<file path="src/sv/qvr_pkg.sv">
// Shared types, constants and helpers for the quaternion vector rotation block.
package qvr_pkg;

  localparam int QUAT_W = 32;
  localparam int QP_W   = 2 * QUAT_W;
  localparam int RM_W   = QP_W + 2;
  localparam int DATA_W = 32;
  localparam int ADDR_W = 4;

  localparam logic [QUAT_W-1:0] QUAT_W_RESET = 32'h4000_0000;

  typedef enum logic [1:0] {
    REG_QUAT_X,
    REG_QUAT_Y,
    REG_QUAT_Z,
    REG_QUAT_W
  } reg_idx_t;

  typedef struct packed {
    logic signed [QUAT_W-1:0] x;
    logic signed [QUAT_W-1:0] y;
    logic signed [QUAT_W-1:0] z;
    logic signed [QUAT_W-1:0] w;
  } quat_t;

  typedef logic signed [QP_W-1:0] qp_t;
  typedef logic signed [RM_W-1:0] rm_t;

  // Width of the row sum: exact R*v plus room for the rounding constant.
  function automatic int acc_width(int vec_w, int frac_bits);
    int exact;
    exact = vec_w + RM_W + 2;
    return (exact > 2 * frac_bits + 1) ? exact : 2 * frac_bits + 1;
  endfunction

  function automatic rm_t sx(qp_t v);
    return {{(RM_W-QP_W){v[QP_W-1]}}, v};
  endfunction

endpackage

</file>
<file path="src/sv/qvr_apb.sv">
// APB register file holding the quaternion.
module qvr_apb (
  input  logic                        clk,
  input  logic                        rst,
  input  logic                        psel,
  input  logic                        penable,
  input  logic                        pwrite,
  input  logic [qvr_pkg::ADDR_W-1:0]  paddr,
  input  logic [qvr_pkg::DATA_W-1:0]  pwdata,
  output logic [qvr_pkg::DATA_W-1:0]  prdata,
  output logic                        pready,
  output qvr_pkg::quat_t              quat
);
  import qvr_pkg::*;

  reg_idx_t idx;
  logic     wr;

  assign idx    = reg_idx_t'(paddr[ADDR_W-1:2]);
  assign pready = 1'b1;
  assign wr     = psel && penable && pwrite && pready;

  always_ff @(posedge clk) begin
    if (rst) begin
      quat.x <= '0;
      quat.y <= '0;
      quat.z <= '0;
      quat.w <= QUAT_W_RESET;
    end else if (wr) begin
      case (idx)
        REG_QUAT_X: quat.x <= pwdata;
        REG_QUAT_Y: quat.y <= pwdata;
        REG_QUAT_Z: quat.z <= pwdata;
        REG_QUAT_W: quat.w <= pwdata;
        default: ;
      endcase
    end
  end

  always_comb begin
    case (idx)
      REG_QUAT_X: prdata = quat.x;
      REG_QUAT_Y: prdata = quat.y;
      REG_QUAT_Z: prdata = quat.z;
      REG_QUAT_W: prdata = quat.w;
      default:    prdata = '0;
    endcase
  end

endmodule

</file>
<file path="config.mk">
export PLATFORM = sky130hd
export DESIGN_NAME = qvr_apb
export DESIGN_NICKNAME = d
export VERILOG_FILES = /design/src/sv/qvr_pkg.sv /design/src/sv/qvr_apb.sv
export SDC_FILE = /design/constraint.sdc
export NUM_CORES = 1
export LEC_CHECK = 0
export ABC_AREA = 1
export BUFFER_PORTS_ARGS = -buffer_cell sky130_fd_sc_hd__buf_2
export CAP_MARGIN = 25
export CORE_ASPECT_RATIO = 1.1
export CORE_MARGIN = 2
export CORE_UTILIZATION = 25
export DETAILED_ROUTE_END_ITERATION = 10
export GPL_TIMING_DRIVEN = 0
export SLEW_MARGIN = 15
export SYNTH_ARGS = -nofsm -noshare
export SYNTH_HDL_FRONTEND = slang
export SYNTH_SLANG_ARGS = --single-unit
</file>
<file path="constraint.sdc">
create_clock -name clk -period 1.1 [get_ports clk]
set_input_delay 0.22 -clock clk [delete_from_list [all_inputs] [get_ports clk]]
set_output_delay 0.22 -clock clk [all_outputs]
set_load 0.005 [all_outputs]
</file>
Yosys cells after proc, flatten, opt, wreduce, memory -nomap -nowiden
Index checks and enable logic that the tools add are counted.
- flip-flop bits (word level): 128
- input bits: 41
- logic and storage cells: 15
- equality and inequality tests: 3
- mux-type cells: 1
- reduce and logical (&&, ||, !) cells: 7
- operators with widths (kind ; number):
    $pmux W32 S4 ; 1
    $reduce_and A2 Y1 ; 4
    $eq A2 B2 Y1 const B ; 2
    $eq A2 B1 Y1 const B ; 1
    $logic_and A1 B1 Y1 ; 2
    $logic_not A2 Y1 ; 1

Longest topological paths before layout
- word-level depth: 3
- depth in mapped cells: 7

Least setup slack after synthesis
No wires, ideal clock.
- path kind: input port to output port
- start point: in paddr[3] in the netlist's numbering
- end point: out prdata[0] in the netlist's numbering
- arrival: 0.908 ns
- required time: 0.880 ns
- slack: -0.028 ns
- stages: 4
- cells stage by stage: nor2_2 > clkbuf_1 > nand2_1 > nand4_1
- word-level cells in the longest chain between the ends: 2
- elaborated cells on any way between the ends: 5
- classes of those cells: 3 x eq/ne; 1 x mux; 1 x reduce/logical
- ends and longest elaborated chain (element ; RTL line ; text):
    from (decl) ; qvr_apb.sv:8 ; input logic [qvr_pkg::ADDR_W-1:0] paddr,
    $eq A2 B2 Y1 (tied with other cells) ; qvr_apb.sv:41 ; case (idx)
    $pmux W32 S4 (*) ; qvr_apb.sv:41 ;
    to (decl) ; qvr_apb.sv:10 ; output logic [qvr_pkg::DATA_W-1:0] prdata,
Mark *: on every way between the ends. The rest lies on a longest branch, timed or not.

Worst setup path in the final report
- start point: in paddr[3] in the netlist's numbering
- end point: out prdata[8] in the netlist's numbering
The elaborated chain is that of the path after synthesis.

==> flow_summary.ini <==
[sta]
finalSetupViolations = 74
worst_pin_slew_ns = 0.638
final.period_utilization_pct = 120
max_slew_margin_pct = 57.5
final_hold_viol_count = 0
fin_skew_ns = 0
fin_ws_ns = -0.217
rsz0062_at_grt = yes
period_needed_ns = 1.32
holdWs_ns = 0.0948
slew_violations = 0
tns_ns = -7.90
fmax_ghz = 0.759

[worst_setup_path]
cp_top_family = buffers and inverters
startpoint_type = primary input
critPathCaptureType = primary output
crit_chain = buf_12, inv_4, nor2_4, buf_12, buf_8, nand2_1, nand4_1, buf_2
crit_path_top_delay_cell = buf_12
startpoint = paddr[3]
worstPathArrival_ns = 1.10
cp_max_fo = 8
cp.required_ns = 0.88
worst-path-buf-inv = 5
cpMostUsedCell = buf_12
cpPeakStageDelay_ns = 0.15
critPathKind = primary input to primary output
worstReg2RegStart = quat[120]

[finish]
regMostFlops = quat
fin_util_pct = 42.7
fin_area_mm2 = 0.00982
seqCellArea_mm2 = 0.00275
drive_above_1_share_pct = 44.1
final_common_cell = nor2_1
nets = 1253
final_cell_mix = 254 x nor2_1, 223 x nand2_1, 136 x buf_2, 128 x nand3_1, 125 x buf_6
largest_register_ffs = 128
area_growth_pct = 66.8
top_regs = quat (128)
multi_input_area_mm2 = 0.00300
fillCellCount = 2358
antenna_cells = 0

[route]
ant_nets = 0
viasPerCell = 4.60
drt_iter0_drc = 430
met1_length_um = 11600
first_pass_iters = 5
wl_met2_um = 12400
vias = 7003
wl_per_cell_um = 17.5
route.detailed.drc = 0
dr_wl_met3_um = 1760
top_layer = met4
totalWireLength_um = 26600

[clocking]
clockBufferDepth = 2
insertion_delay_ns = 0.41
cts_buffers = 17
clock-sinks = 128
cts-root-buf = clkbuf_16
cts_tree = done
ctsHoldBuffers = 0
clk_pin_slew_worst_paths_ns = 0.05
htreeDepth = 4

[synthesis]
ys_ff_latch = 128
yosysWarnings = 0
synth_nets = 956
synth.distinct_cells = 17
synthCells = 915
syn_avg_cell_area_um2 = 6.44
syn_area_mm2 = 0.00589
ys_seq_area_share_pct = 43.5

[grt]
grt_max_degree = 17
grt_pass1_vias = 6417
grt_pass1_wl_um = 38300
track_usage_pct = 20.9
grt.overflow.total = 0
antenna_found_initial = 0

[floorplan]
core_area_mm2 = 0.0230
io_pins = 202
die_h_um = 165
initial_core_util_pct = 25.6
die_x_um = 150
num_rows = 58
dieArea_mm2 = 0.0248

[power_and_ir_drop]
peakVddDrop_v = 0.000859
total_leakage_power_nw = 4.73
powerDensity_mw_per_mm2 = 1260

[placement]
port_buffers = 198
post-place-ws_ns = -0.891
gp_congestion = 0.780
dpl_cell_area_mm2 = 0.00726
dpl.hpwl_um = 17400

[run]
cap_violations = 0

[outcome]
violations = negative setup slack
status = finished, violations left

[min_path]
min-delay-start = pwdata[30]
hold_path_class = primary input to flop
area by class of cell:
cell class / count / share of cell area [%]
Buffer: 64 / 5.67
Clock buffer: 21 / 4.79
Clock inverter: 7 / 1.38
Inverter: 37 / 1.52
Multi-Input combinational cell: 686 / 30.6
Sequential cell: 128 / 28.0
Tap cell: 300 / 3.82
Timing Repair Buffer: 278 / 24.3
routing by layer:
layer,track usage (%),vias to the layer above
met5,0,-
met4,7.89,0
met3,4.06,50
met2,34.1,291
met1,27.2,3199
li1,-,3463
kinds of logic after synthesis:
kind of cell,share of synthesized area (%)
buf+inv,7.90
compound gates,0.0849
simple gates,48.4
flops,43.5
other cells,0.0637
Yosys cell counts:
master / count / area, um^2
nand2_1: 261 / 980
nor2_1: 254 / 953
dfxtp_1: 128 / 2560
nand3_1: 128 / 641
buf_2: 36 / 180
inv_1: 33 / 124
nand4_1: 32 / 200
buf_1: 13 / 48.8
clkbuf_1: 7 / 26.3
buf_4: 5 / 37.5
inv_2: 4 / 15.0
nor2_2: 4 / 25.0
nor2_4: 4 / 45.0
buf_6: 3 / 33.8
conb_1: 1 / 3.75
nand3_2: 1 / 10.0
o21ai_0: 1 / 5.00
repair_timing:
| action | in CTS | in global routing |
|---|---|---|
| setup endpoints to repair | 212 | 178 |
| buffers inserted | 50 | 27 |
| gates resized for setup | 275 | 111 |
| gates cloned | 2 | 2 |
| pin swaps | 38 | 28 |
metrics by stage:
step | cells | power, W
2_1_floorplan | 915 | 0.00554
3_3_place_gp | 1413 | 0.00608
3_5_place_dp | 1413 | 0.00609
4_1_cts | 1493 | 0.0123
5_1_grt | 1521 | 0.0128
6_report | 1521 | 0.0124
report_power, final:
group / internal, W / switching, W / leakage, nW
Combinational: 0.000704 / 0.000898 / 3.32
Sequential: 0.00474 / 0.000100 / 1.10
Clock: 0.00391 / 0.00202 / 0.301
tightest hold or removal path: stages:
cell and delay (ns):
buf_2 0.12, nand2_1 0.06, nand3_1 0.07
worst paths after layout:
check,endpoint,slack [ns],cells after the start
worst min register to register,quat[51],0.49,2
worst max register to register,quat[120],0.17,5
worst min-delay path,quat[30],0.09,3
worst max-delay path,prdata[8],-0.22,8
No activity file was read; power rests on OpenSTA's default activity.
