[config.mk]
export PLATFORM = sky130hd
export DESIGN_NAME = qvr_round_sat
export DESIGN_NICKNAME = d
export VERILOG_FILES = /design/src/sv/qvr_pkg.sv /design/src/sv/qvr_round_sat.sv
export SDC_FILE = /design/constraint.sdc
export NUM_CORES = 1
export LEC_CHECK = 0
export ABC_AREA = 1
export ABC_CLOCK_PERIOD_IN_PS = 6100
export BUFFER_PORTS_ARGS = -buffer_cell sky130_fd_sc_hd__buf_2
export CAP_MARGIN = 20
export CORE_AREA = 2 2 158 160
export DETAILED_ROUTE_END_ITERATION = 7
export DIE_AREA = 0 0 160 162
export HOLD_SLACK_MARGIN = 0.02
export PLACE_DENSITY = 0.44
export SLEW_MARGIN = 20
export SYNTH_ARGS = -nofsm -noshare
export SYNTH_HDL_FRONTEND = slang
export SYNTH_SLANG_ARGS = --single-unit
[constraint.sdc]
create_clock -name clk -period 6.1 [get_ports clk]
set_input_delay 1.22 -clock clk [delete_from_list [all_inputs] [get_ports clk]]
set_output_delay 1.22 -clock clk [all_outputs]
set_load 0.005 [all_outputs]
[src/sv/qvr_pkg.sv]
// Shared types, constants and helpers for the quaternion vector rotation block.
package qvr_pkg;

  localparam int QUAT_W = 32;
  localparam int QP_W   = 2 * QUAT_W;
  localparam int RM_W   = QP_W + 2;
  localparam int DATA_W = 32;
  localparam int ADDR_W = 4;

  localparam logic [QUAT_W-1:0] QUAT_W_RESET = 32'h4000_0000;

  typedef enum logic [1:0] {
    REG_QUAT_X,
    REG_QUAT_Y,
    REG_QUAT_Z,
    REG_QUAT_W
  } reg_idx_t;

  typedef struct packed {
    logic signed [QUAT_W-1:0] x;
    logic signed [QUAT_W-1:0] y;
    logic signed [QUAT_W-1:0] z;
    logic signed [QUAT_W-1:0] w;
  } quat_t;

  typedef logic signed [QP_W-1:0] qp_t;
  typedef logic signed [RM_W-1:0] rm_t;

  // Width of the row sum: exact R*v plus room for the rounding constant.
  function automatic int acc_width(int vec_w, int frac_bits);
    int exact;
    exact = vec_w + RM_W + 2;
    return (exact > 2 * frac_bits + 1) ? exact : 2 * frac_bits + 1;
  endfunction

  function automatic rm_t sx(qp_t v);
    return {{(RM_W-QP_W){v[QP_W-1]}}, v};
  endfunction

endpackage

[src/sv/qvr_round_sat.sv]
// Output stage: drop fraction bits, clamp to the vector width, flag clamping.
module qvr_round_sat #(
  parameter int VECTOR_WIDTH   = 32,
  parameter int QUAT_FRAC_BITS = 30
) (
  input  logic                           clk,
  input  logic                           rst,
  input  logic                           in_valid,
  output logic                           in_ready,
  input  logic signed [qvr_pkg::acc_width(VECTOR_WIDTH, QUAT_FRAC_BITS)-1:0] in_acc [3],
  output logic                           out_valid,
  input  logic                           out_ready,
  output logic signed [VECTOR_WIDTH-1:0] out_vec [3],
  output logic                           out_sat
);
  import qvr_pkg::*;

  localparam int ACC_W = acc_width(VECTOR_WIDTH, QUAT_FRAC_BITS);
  localparam logic [VECTOR_WIDTH-1:0] VMAX = {1'b0, {(VECTOR_WIDTH-1){1'b1}}};
  localparam logic [VECTOR_WIDTH-1:0] VMIN = {1'b1, {(VECTOR_WIDTH-1){1'b0}}};

  logic f_vld, en_f;
  logic signed [ACC_W-1:0]        sh [3];
  logic [ACC_W-VECTOR_WIDTH:0]    top [3];
  logic [VECTOR_WIDTH-1:0]        val [3];
  logic [2:0]                     clamp;

  assign en_f      = !f_vld || out_ready;
  assign in_ready  = en_f;
  assign out_valid = f_vld;

  always_ff @(posedge clk) begin
    if (rst) begin
      f_vld <= 1'b0;
    end else if (en_f) begin
      f_vld <= in_valid;
    end
  end

  always_comb begin
    for (int i = 0; i < 3; i++) begin
      sh[i]    = in_acc[i] >>> (2 * QUAT_FRAC_BITS);
      top[i]   = sh[i][ACC_W-1:VECTOR_WIDTH-1];
      // fits when the bits above the result are all copies of its sign
      clamp[i] = !((&top[i]) || !(|top[i]));
      val[i]   = clamp[i] ? (in_acc[i][ACC_W-1] ? VMIN : VMAX) : sh[i][VECTOR_WIDTH-1:0];
    end
  end

  always_ff @(posedge clk) begin
    if (en_f && in_valid) begin
      for (int i = 0; i < 3; i++) out_vec[i] <= val[i];
      out_sat <= |clamp;
    end
  end

endmodule

# == Word-level counts from Yosys, hierarchy flattened ==
# Cells that the tools add are included.
# op_classes
n_reduce_logical,19
mux,6
# op_table
cell,n
32-bit 2-to-1 mux,6
9-bit AND reduction,3
9-bit OR reduction,3
1-bit zero test,7
1-bit logical OR,4
3-bit OR reduction,1
1-bit logical AND,1
# totals
in_bits,304
wordCells,30
reg_bits,98

# == Depth between registers and ports, before layout ==
# Gate-level depths: netlist of run 1.
# logic_depth
word_depth,5
depth_mapped,8

# == Least setup slack after synthesis of run 1 ==
# OpenSTA, ideal clock, no wires.
# synth_timing
path_kind,input to register
startpoint,input port in_valid
endpoint,"register out_sat, enable pin"
path_slack_ns,-0.429
arrival_time_ns,5.945
setup_ns,0.584
t_required_ns,5.516
stages,2
cell_sequence,inv_1 > a21oi_1
# synth_between
elab_chain_cells,1
# synth_lines
element,line_no,text
start: declaration,qvr_round_sat.sv:8,"input logic in_valid,"
1-bit logical AND,qvr_round_sat.sv:51,if (en_f && in_valid) begin
end signal: assignment,qvr_round_sat.sv:53,out_sat <= |clamp;
end: declaration,qvr_round_sat.sv:14,output logic out_sat
# No other way between the ends.
# A chain may end at the register's enable or synchronous reset.

# == Worst setup path in the final report of run 1 ==
# layout_timing
startpoint,input port out_ready
endpoint,output port in_ready
# layout_between
elab_chain_cells,1
# layout_lines
element,line_no,text
start: declaration,qvr_round_sat.sv:12,"input logic out_ready,"
1-bit logical OR,qvr_round_sat.sv:28,assign en_f = !f_vld || out_ready;
end: declaration,qvr_round_sat.sv:9,"output logic in_ready,"
# No other way between the ends.

==> results.txt, run 1 <==
----------------------------------------------------
[Pwr]
  Leakage Power ... 2.502 nW
  Final total power ... 1.506 mW
  Worst IR Drop VDD ... 0.00009441 V
  Power density over the cells ... 262.8 mW/mm^2

[Drt]
  Total wirelength of the detailed-routed design ... 13110 um
  DRC errors left ... 0
  Final antenna-violating net count ... 0
  Number of optimization iterations in the first detailed-route pass ... 4
  Routed via count ... 3238
  1st-iter DRT viols ... 110
  Via density per instance ... 3.574
  Average wire per standard cell ... 14.47 um

[Setup path]
  Setup crit end kind ... output port
  Arrival time of data at the critical path endpoint ... 1.61 ns
  Top fanout value on the critical path ... 2
  Required time at the endpoint of the critical path ... 4.88 ns
  Critical setup path kind ... primary input to output port
  Critical path launch point type ... primary input

[STA]
  Normalized max-slew margin ... 50.49%
  Fin Setup TNS ... 0 ns
  Final slew viol count ... 0
  Final critical-path required period ... 2.833 ns
  Worst-case hold slack ... 0.5347 ns
  Final critical-path share of the clock period ... 46.44%
  Count of endpoints failing setup in the final report ... 0
  Final hold violation count ... 0
  Transition time at the pin with the least slew margin ... 0.7427 ns
  Unrepaired setup endpoints after global routing ... false
  Skew final ... 0.01152 ns
  Highest attainable clock frequency ... 0.3530 GHz
  Slack of the critical path ... 3.267 ns

[Die]
  Height of the chip ... 162 um
  Number of placement rows ... 57
  Placeable core region ... 0.02411 sq mm
  Initial standard-cell utilization of the core ... 17.00%
  Die area ... 0.02592 sq mm
  Width of the die ... 160 um
  Number of top-level design ports ... 403

[Run status]
  Outcome ... completed

[Clock network]
  CTS hold repair buffers ... 0
  Clock buffers created by TritonCTS ... 9
  Clock latency at the later pin of the worst-skew pair ... 0.35 ns
  Clock transition at the registers of the reported paths ... 0.07 ns
  Master cell of the clock root buffer ... sky130_fd_sc_hd__clkbuf_16
  Quantity of gates resized following cts ... 0
  Clock sinks ... 98
  CTS HTree Levels ... 3
  Bufs on Longest Clock Path ... 2
  TritonCTS clock tree ... built
  Post-CTS setup buffer count ... 0

[Synthesis]
  Synthesized area per cell ... 11.32 sq um
  Cell count after synthesis ... 362
  Flops & latches, synth ... 98
  Count of cell types in the netlist ... 18
  Post-Syn Nets ... 666
  YS warnings ... 0
  Mapped cell area ... 0.004099 sq mm
  Proportion of synthesized chip area in sequential cells ... 71.55%

[Placed design]
  Area post-placement ... 0.005444 sq mm
  Placed insts ... 889
  Final weighted congestion of routability-driven global placement ... 0.7351
  HPWL Detailed ... 9545 um
  Worst-case setup slack after placement ... 2.926 ns
  Number of port buffers ... 222

[Finish]
  Area delta synth->final ... 39.80%
  Layout cell share with drive strength beyond 1 ... 42.51%
  Most frequent standard cell in the layout excluding fill and tap cells ... sky130_fd_sc_hd__buf_2
  Number of nets in the final layout ... 880
  Finished Core Util ... 23.77%
  Post-layout instance count excluding filler cells ... 906
  Final cell area excluding filler cells ... 0.005731 sq mm
  Commonest cells after routing, fill and taps aside ... 222 x sky130_fd_sc_hd__buf_2, 203 x sky130_fd_sc_hd__nand2_1, 97 x sky130_fd_sc_hd__edfxtp_1

[Flow run]
  Maxcap violations ... 0

[Global routing]
  Number of antenna violations at the first check in global routing ... 1
  GRT Overall Usage ... 10.02%
  Number of global-route vias before repair ... 3265
  Global-route wire length before repair ... 19320 um
  Maximum number of pins on one net before global-route repair ... 55
  Total grt overflow ... 0

[Worst hold path]
  Worst hold path type ... flip-flop to flip-flop

----------------------------------------------------
==> layer usage <==
layer	GRT usage [%]	vias up	wire length, um
li1	-	1607	-
met1	12.25	1461	5732
met2	14.58	157	5395
met3	6.461	11	1820
met4	2.703	2	145
met5	0	-	13
==> worst paths after layout <==
check                           slack (ns)  depth (start not counted)                endpoint                   start
worst max register to register        3.97                          3   out_vec[22]$_DFFE_PP_  out_valid$_SDFFE_PP0N_
worst min-delay path                  0.53                          2  out_valid$_SDFFE_PP0N_  out_valid$_SDFFE_PP0N_
worst max-delay path                  3.27                          4                in_ready               out_ready
worst min register to register        0.53                          2  out_valid$_SDFFE_PP0N_  out_valid$_SDFFE_PP0N_
==> area by class of cell <==
type,count,area [sq um]
diodes,1,2.502
clock buffers,9,225.2
clock inverters,7,58.81
fillers,2662,18380
inverters,6,22.52
multi-input cells,237,957.2
flip-flops and latches,98,2933
well taps,324,405.4
repair buffers,224,1126
==> power by group <==
| part | leakage (nW) | switching (mW) | internal [mW] | total (mW) |
|---|---|---|---|---|
| Combinational | 1.42 | 0.0799 | 0.0637 | 0.144 |
| Clock | 0.134 | 0.279 | 0.285 | 0.564 |
| Sequential | 0.945 | 0.0109 | 0.788 | 0.798 |
==> registers in the layout (all words and copies together) (netlist names) <==
| signal | count |
|---|---|
| out_valid | 1 |
| out_vec | 96 |
| out_sat | 1 |
==> cells in the mapped netlist <==
library cell | count | share of area (%)
sky130_fd_sc_hd__clkbuf_1 | 2 | 0.18
sky130_fd_sc_hd__dlygate4sd3_1 | 1 | 0.24
sky130_fd_sc_hd__or2_1 | 2 | 0.31
sky130_fd_sc_hd__a21oi_1 | 2 | 0.24
sky130_fd_sc_hd__edfxtp_1 | 97 | 71
sky130_fd_sc_hd__nand3_1 | 4 | 0.49
sky130_fd_sc_hd__nand2_2 | 3 | 0.46
sky130_fd_sc_hd__nand3_2 | 3 | 0.73
sky130_fd_sc_hd__nor3_1 | 3 | 0.37
sky130_fd_sc_hd__buf_4 | 6 | 1.1
sky130_fd_sc_hd__nor2_1 | 14 | 1.3
sky130_fd_sc_hd__or2_0 | 1 | 0.15
sky130_fd_sc_hd__inv_1 | 6 | 0.55
sky130_fd_sc_hd__dfxtp_1 | 1 | 0.49
sky130_fd_sc_hd__nand2_4 | 1 | 0.27
sky130_fd_sc_hd__nand3b_1 | 1 | 0.18
sky130_fd_sc_hd__nand2_1 | 203 | 19
sky130_fd_sc_hd__buf_6 | 12 | 3.3
==> worst max-delay path, cell delays in order <==
cell	delay [ns]
sky130_fd_sc_hd__buf_2	0.09
sky130_fd_sc_hd__inv_1	0.09
sky130_fd_sc_hd__nand2_1	0.08
sky130_fd_sc_hd__buf_2	0.13
==> cell families (layout without fill, tap and decap cells) <==
| logic type | Yosys count | count (layout) | synth area share [%] |
|---|---|---|---|
| DFF | 98 | 98 | 71.55 |
| AOI/OAI and AO/OA | 2 | 2 | 0.2442 |
| other | 0 | 1 | 0 |
| and+or+nand+nor | 235 | 235 | 22.83 |
| buffers and inverters | 27 | 246 | 5.372 |
(Power assumes the default switching activity.)
==> inputs of run 2 (changes only) <==
Settings changed: ABC_AREA 1 to 0, ABC_CLOCK_PERIOD_IN_PS 6100 to 2600.
Clock period 6.1 ns to 2.6 ns, I/O delays scaled along.
==> run 2 against run 1 <==
- first-iteration DRC count is 35% higher
- worst hold slack worse by 0.22 ns
- die area stayed put
- cell count is 13% lower
- routed wire length is 13% lower
- cell area is 0.55% higher
- global-route usage is 1.2 points lower
- sequential power is 130% higher
- clock power is 140% higher
==> results.txt, run 2 <==
----------------------------------------------------
[Synthesis]
  Mapped cell area ... 0.004105 sq mm
  Cell count after synthesis ... 245
  Share of Yosys cell area claimed by the top area cell type ... 70.95%
  Post-Syn Nets ... 549
  Simple logic cell fraction of the synthesized area ... 4.968%
  YS warnings ... 0
  Cell accounting for the most synthesized area ... sky130_fd_sc_hd__edfxtp_1
  Post-synthesis mux area share ... 0%
  Xor-xnor portion of the synthesized cell area ... 0%
  Flops & latches, synth ... 98
  Synth area leaders ... sky130_fd_sc_hd__edfxtp_1 71%, sky130_fd_sc_hd__a21o_1 17%, sky130_fd_sc_hd__buf_6 3.3%, sky130_fd_sc_hd__clkbuf_8 1.3%, sky130_fd_sc_hd__o31ai_4 1.0%
  Count of flip-flops with a built-in enable after synthesis ... 97
  Proportion of synthesized chip area in sequential cells ... 71.44%
  Largest family of logic cells by synthesized area ... compound AO/OA/AOI/OAI gates
  Compound-Gate Fraction of Synth Area ... 18.23%
  Flip-flop cell with the highest count after synthesis ... sky130_fd_sc_hd__edfxtp_1
  Synthesized area per cell ... 16.76 sq um
  Count of cell types in the netlist ... 25
  Async S/R FF share, synth ... 0%
  Adder-Cell Fraction of Synth Area ... 0%
  Count leader, synth ... sky130_fd_sc_hd__edfxtp_1
  Top cell types by occurrence after synthesis ... 97 x sky130_fd_sc_hd__edfxtp_1, 91 x sky130_fd_sc_hd__a21o_1, 12 x sky130_fd_sc_hd__buf_6

[Setup path]
  Setup crit end kind ... flip-flop
  Critical setup path kind ... primary input to flip-flop
  Slowest library cell on the worst path ... sky130_fd_sc_hd__o31ai_4
  Arrival time of data at the critical path endpoint ... 1.95 ns
  Biggest cell delay along the critical path ... 0.69 ns
  Required time at the endpoint of the critical path ... 2.82 ns
  Worst reg2reg setup slack ... 1.14 ns
  Cell Chain, Critical Path ... buf_2, nand4_1, o31ai_4, buf_4, a21o_1
  Count of buffering cells on the critical path with inverters included ... 2
  Critical path launch point type ... primary input
  Top fanout value on the critical path ... 17
  Family of cells with the greatest summed delay on the critical path ... compound AO/OA/AOI/OAI gates

[Pwr]
  Leakage Power ... 2.737 nW
  Net Sw Frac ... 22.63%
  Clk pwr share ... 37.9%
  Power density over the cells ... 624.5 mW/mm^2
  Cell Int Power ... 2.784 mW
  Power share of the sequential group ... 52.0%
  Worst IR Drop VDD ... 0.0003056 V
  P_sw ... 0.8145 mW
  Combinational fraction of design power ... 10.1%

[STA]
  Final critical-path share of the clock period ... 66.57%
  Final hold violation count ... 0
  Skew final ... 0.01199 ns
  Transition time at the pin with the least slew margin ... 0.7607 ns
  Final slew viol count ... 0
  Normalized max-slew margin ... 49.29%
  Slack of the critical path ... 0.8691 ns
  Final critical-path required period ... 1.731 ns
  Count of endpoints failing setup in the final report ... 0
  Fin Setup TNS ... 0 ns
  Highest attainable clock frequency ... 0.5778 GHz
  Unrepaired setup endpoints after global routing ... false

[Die]
  Initial standard-cell utilization of the core ... 17.03%
  Placeable core region ... 0.02411 sq mm
  Die area ... 0.02592 sq mm
  Height of the chip ... 162 um
  Width of the die ... 160 um
  Number of placement rows ... 57
  Number of top-level design ports ... 403

[Flow run]
  Maxcap violations ... 0

[Clock network]
  Clock transition at the registers of the reported paths ... 0.07 ns
  Quantity of gates resized following cts ... 0
  Clock sinks ... 98
  Master cell of the clock root buffer ... sky130_fd_sc_hd__clkbuf_16
  CTS hold repair buffers ... 0
  Clock latency at the later pin of the worst-skew pair ... 0.35 ns
  Clock buffers created by TritonCTS ... 9
  Post-CTS setup buffer count ... 0
  Bufs on Longest Clock Path ... 2
  CTS HTree Levels ... 3
  TritonCTS clock tree ... built

[Global routing]
  Number of global-route vias before repair ... 3146
  Maximum number of pins on one net before global-route repair ... 57
  Number of antenna violations at the first check in global routing ... 0
  GRT Overall Usage ... 8.856%
  Global-route wire length before repair ... 17840 um
  Total grt overflow ... 0

[Finish]
  Register name with the most flops ... out_vec
  Most frequent standard cell in the layout excluding fill and tap cells ... sky130_fd_sc_hd__buf_2
  Area delta synth->final ... 40.35%
  Layout cell share with drive strength beyond 1 ... 54.60%
  Max FFs per register ... 96
  Commonest cells after routing, fill and taps aside ... 222 x sky130_fd_sc_hd__buf_2, 97 x sky130_fd_sc_hd__edfxtp_1, 91 x sky130_fd_sc_hd__a21o_1
  Number of nets in the final layout ... 766
  Count of antenna diodes in the layout ... 0

[Worst hold path]
  Worst hold path type ... primary input to flip-flop

[Drt]
  Routed via count ... 2934
  Average wire per standard cell ... 14.46 um
  DRC errors left ... 0
  1st-iter DRT viols ... 149
  Total wirelength of the detailed-routed design ... 11440 um
  Final antenna-violating net count ... 0
  Via density per instance ... 3.709
  Number of optimization iterations in the first detailed-route pass ... 4

[Placed design]
  Final weighted congestion of routability-driven global placement ... 0.7604
  Number of port buffers ... 222
  Worst-case setup slack after placement ... 0.4911 ns
  HPWL Detailed ... 8634 um

[Run status]
  Outcome ... completed

----------------------------------------------------
[run 2: cell types whose count changed in the layout (fill, tap and decap cells not counted), moves of 3 or more]
cell / delta
sky130_fd_sc_hd__nand2_1: -200
sky130_fd_sc_hd__nor2_1: -11
sky130_fd_sc_hd__nand4_1: +3
sky130_fd_sc_hd__nand2_2: -3
sky130_fd_sc_hd__inv_1: -5
sky130_fd_sc_hd__a21o_1: +91
[run 2: metrics by stage]
stage          utilization (%)  power (mW)  hold slack (ns)  std cells  area (sq um)
2_1_floorplan                -       2.051           0.5223        245          4106
3_3_place_gp             22.67       2.273           0.5083        775          5464
3_5_place_dp             22.67       2.278           0.5172        775          5464
4_1_cts                  23.90       3.673           0.2928        791          5762
5_1_grt                  23.90       3.768           0.2950        791          5762
6_report                 23.90       3.598           0.3117        791          5762
[run 2: layout make-up]
cell class | count | area, sq um
Sequential cell | 98 | 2933
Clock buffer | 11 | 232.7
Multi-Input combinational cell | 125 | 960.9
Fill cell | 2598 | 18340
Timing Repair Buffer | 227 | 1161
Inverter | 1 | 3.754
Tap cell | 324 | 405.4
Clock inverter | 5 | 65.06
[run 2: power groups by stage]
stage | combinational (mW) | clock, mW | sequential [mW]
finish | 0.364 | 1.36 | 1.87
floorplan | 0.130 | 0 | 1.92
global placement | 0.367 | 0 | 1.91
CTS | 0.372 | 1.43 | 1.87
detailed placement | 0.371 | 0 | 1.91
global route | 0.406 | 1.48 | 1.88
[run 2: path summary, 6_finish.rpt]
check                               from                endpoint  cells after the start
hold / removal                       rst  out_valid$_SDFFE_PP0N_                      2
setup reg to reg  out_valid$_SDFFE_PP0N_   out_vec[28]$_DFFE_PP_                      3
hold reg to reg   out_valid$_SDFFE_PP0N_  out_valid$_SDFFE_PP0N_                      2
setup / recovery             in_acc[295]   out_vec[68]$_DFFE_PP_                      5
[run 2: logic make-up after synthesis]
logic type / after synthesis
buf+inv: 22
simple gates: 29
compound gates: 96
flops: 98
[run 2: worst register-to-register path: cells and delay by family (launching register included)]
kind / cells / cell delay (ns)
buffers and inverters: 1 / 0.47
DFF: 1 / 0.32
and+or+nand+nor: 2 / 0.27
[run 2: layer usage]
layer,track usage (%),routed length (um),part of all wire [%]
met5,0,0,0
met4,2.826,155,1.4
met3,4.648,1416,12
met2,13.58,4901,43
met1,10.76,4961,43
==> inputs of run 3 (changes only) <==
Settings changed: ABC_CLOCK_PERIOD_IN_PS 2600 to 1600, CORE_AREA 2 2 158 160 to 2 2 156 158, DIE_AREA 0 0 160 162 to 0 0 158 160.
Clock period 2.6 ns to 1.6 ns, I/O delays scaled along.
==> run 3 against run 2 <==
- register-to-register slack worse by 0.79 ns
- via count is 0.20% higher
- cell area is 3.1% higher
- highest routed layer unchanged
- die area is 2.5% lower
- clock-buffer cell count is 1 lower
- total power is 62% higher
- cell count is 1.6% higher
==> results.txt, run 3 (synthesis results as in run 2) <==
----------------------------------------------------
[Finish]
  Area delta synth->final ... 44.65%
  Register name with the most flops ... out_vec
  Number of nets in the final layout ... 779
  Count of antenna diodes in the layout ... 0
  Commonest cells after routing, fill and taps aside ... 222 x sky130_fd_sc_hd__buf_2, 97 x sky130_fd_sc_hd__edfxtp_1, 91 x sky130_fd_sc_hd__a21o_1
  Finished Core Util ... 24.93%
  Final cell area excluding filler cells ... 0.005938 sq mm
  Post-layout instance count excluding filler cells ... 804
  Total of fill cells in the finished design ... 2570
  Max FFs per register ... 96
  Most frequent standard cell in the layout excluding fill and tap cells ... sky130_fd_sc_hd__buf_2
  Layout cell share with drive strength beyond 1 ... 56.04%

[Die]
  Initial standard-cell utilization of the core ... 17.23%
  Die area ... 0.02528 sq mm
  Number of top-level design ports ... 403
  Placeable core region ... 0.02382 sq mm
  Height of the chip ... 160 um
  Number of placement rows ... 57
  Width of the die ... 158 um

[Setup path]
  Setup crit end kind ... flip-flop
  Arrival time of data at the critical path endpoint ... 1.38 ns
  Critical setup path kind ... primary input to flip-flop
  Critical path launch point type ... primary input
  Top fanout value on the critical path ... 31
  Reg-to-reg endpoint ... out_vec[5]$_DFFE_PP_
  First element of the critical path ... in_acc[194]
  Critical path endpoint ... out_vec[39]$_DFFE_PP_
  Required time at the endpoint of the critical path ... 1.69 ns
  Cell count of the worst reg-to-reg path ... 3
  Reg-to-reg startpoint ... out_valid$_SDFFE_PP0N_
  Worst reg2reg setup slack ... 0.35 ns

[Drt]
  Final antenna-violating net count ... 0
  Total wirelength of the detailed-routed design ... 11520 um
  Via density per instance ... 3.657
  Average wire per standard cell ... 14.33 um
  1st-iter DRT viols ... 136
  Number of optimization iterations in the first detailed-route pass ... 4
  DRC errors left ... 0
  Routed via count ... 2940

[Global routing]
  Global-route wire length before repair ... 17230 um
  GRT Overall Usage ... 8.970%
  Total grt overflow ... 0
  Number of antenna violations at the first check in global routing ... 0
  Maximum number of pins on one net before global-route repair ... 55
  Number of global-route vias before repair ... 3104

[Placed design]
  HPWL Detailed ... 8660 um
  Area post-placement ... 0.005644 sq mm
  Placed insts ... 788
  Number of port buffers ... 222
  Final weighted congestion of routability-driven global placement ... 0.7567

[Clock network]
  Post-CTS setup buffer count ... 0
  CTS HTree Levels ... 3
  Bufs on Longest Clock Path ... 2
  Clock latency at the later pin of the worst-skew pair ... 0.35 ns
  CTS hold repair buffers ... 0
  Master cell of the clock root buffer ... sky130_fd_sc_hd__clkbuf_16
  Clock sinks ... 98
  Clock transition at the registers of the reported paths ... 0.07 ns
  TritonCTS clock tree ... built
  Clock buffers created by TritonCTS ... 9
  Quantity of gates resized following cts ... 0

[Pwr]
  Combinational fraction of design power ... 10.6%
  Power share of the sequential group ... 52.0%
  Leakage Power ... 2.834 nW
  P_sw ... 1.314 mW
  Clk pwr share ... 37.4%
  Power density over the cells ... 984.3 mW/mm^2
  Cell Int Power ... 4.531 mW
  Worst IR Drop VDD ... 0.0004951 V
  Net Sw Frac ... 22.48%

[STA]
  Normalized max-slew margin ... 49.86%
  Unrepaired setup endpoints after global routing ... false
  Final critical-path share of the clock period ... 80.61%
  Final slew viol count ... 0
  Worst-case hold slack ... 0.1138 ns
  Final critical-path required period ... 1.290 ns
  Highest attainable clock frequency ... 0.7754 GHz
  Fin Setup TNS ... 0 ns
  Skew final ... 0.009878 ns
  Final hold violation count ... 0
  Count of endpoints failing setup in the final report ... 0
  Transition time at the pin with the least slew margin ... 0.7505 ns

[Flow run]
  Maxcap violations ... 0

[Run status]
  Outcome ... completed

[Worst hold path]
  Worst hold path type ... primary input to flip-flop

----------------------------------------------------
-- run 3: changes by cell type in the layout (fill, tap and decap cells not counted), sizes merged --
cell      change
buf          +13
clkbuf        -1
clkinv        +4
inv           -1
clkinvlp      -2
-- run 3: layout make-up --
type                            count  area, sq um  area share [%]
Sequential cell                    98         2933           49.39
Timing Repair Buffer              240         1334           22.46
Multi-Input combinational cell    125        968.4           16.31
Tap cell                          324        405.4           6.827
Clock buffer                       10        229.0           3.856
Clock inverter                      6        65.06           1.096
Inverter                            1        3.754         0.06321
-- run 3: per-stage QoR --
stage                     total power [mW]  setup slack (ns)
after global routing                 6.152            0.2219
after global placement               3.720          -0.07731
after floorplan                      3.333           0.02017
final                                5.845            0.3103
after CTS                            5.989            0.2817
after detailed placement             3.729           -0.1089
-- run 3: power by group through the flow --
stage                     clock, mW  combinational [mW]  sequential, mW
final                          2.19               0.619            3.04
after floorplan                   0               0.213            3.12
after CTS                      2.31               0.634            3.04
after global placement            0               0.625            3.10
after detailed placement          0               0.633            3.10
after global routing           2.41               0.689            3.05
-- run 3: worst min path at each step --
stage          startpoint                     end  slack [ns]  cells past startpoint
2_1_floorplan         rst  out_valid$_SDFFE_PP0N_        0.39                      1
4_1_cts               rst  out_valid$_SDFFE_PP0N_        0.09                      2
6_report              rst  out_valid$_SDFFE_PP0N_        0.11                      2
3_3_place_gp          rst  out_valid$_SDFFE_PP0N_        0.48                      2
5_1_grt               rst  out_valid$_SDFFE_PP0N_        0.10                      2
3_5_place_dp          rst  out_valid$_SDFFE_PP0N_        0.48                      2
-- run 3: critical path, cell delays in order --
cell and delay [ns]:
sky130_fd_sc_hd__buf_2 0.11, sky130_fd_sc_hd__nor4_2 0.31, sky130_fd_sc_hd__nand3_2 0.16, sky130_fd_sc_hd__nor2b_4 0.26
sky130_fd_sc_hd__a21o_1 0.22
-- run 3: routing by layer --
| metal | global-route usage [%] | up-vias | part of all wire, % |
|---|---|---|---|
| li1 | - | 1401 | - |
| met1 | 10.73 | 1359 | 43 |
| met2 | 13.32 | 171 | 42 |
| met3 | 5.427 | 9 | 14 |
| met5 | 0 | - | 0 |
| met4 | 2.948 | 0 | 1.3 |
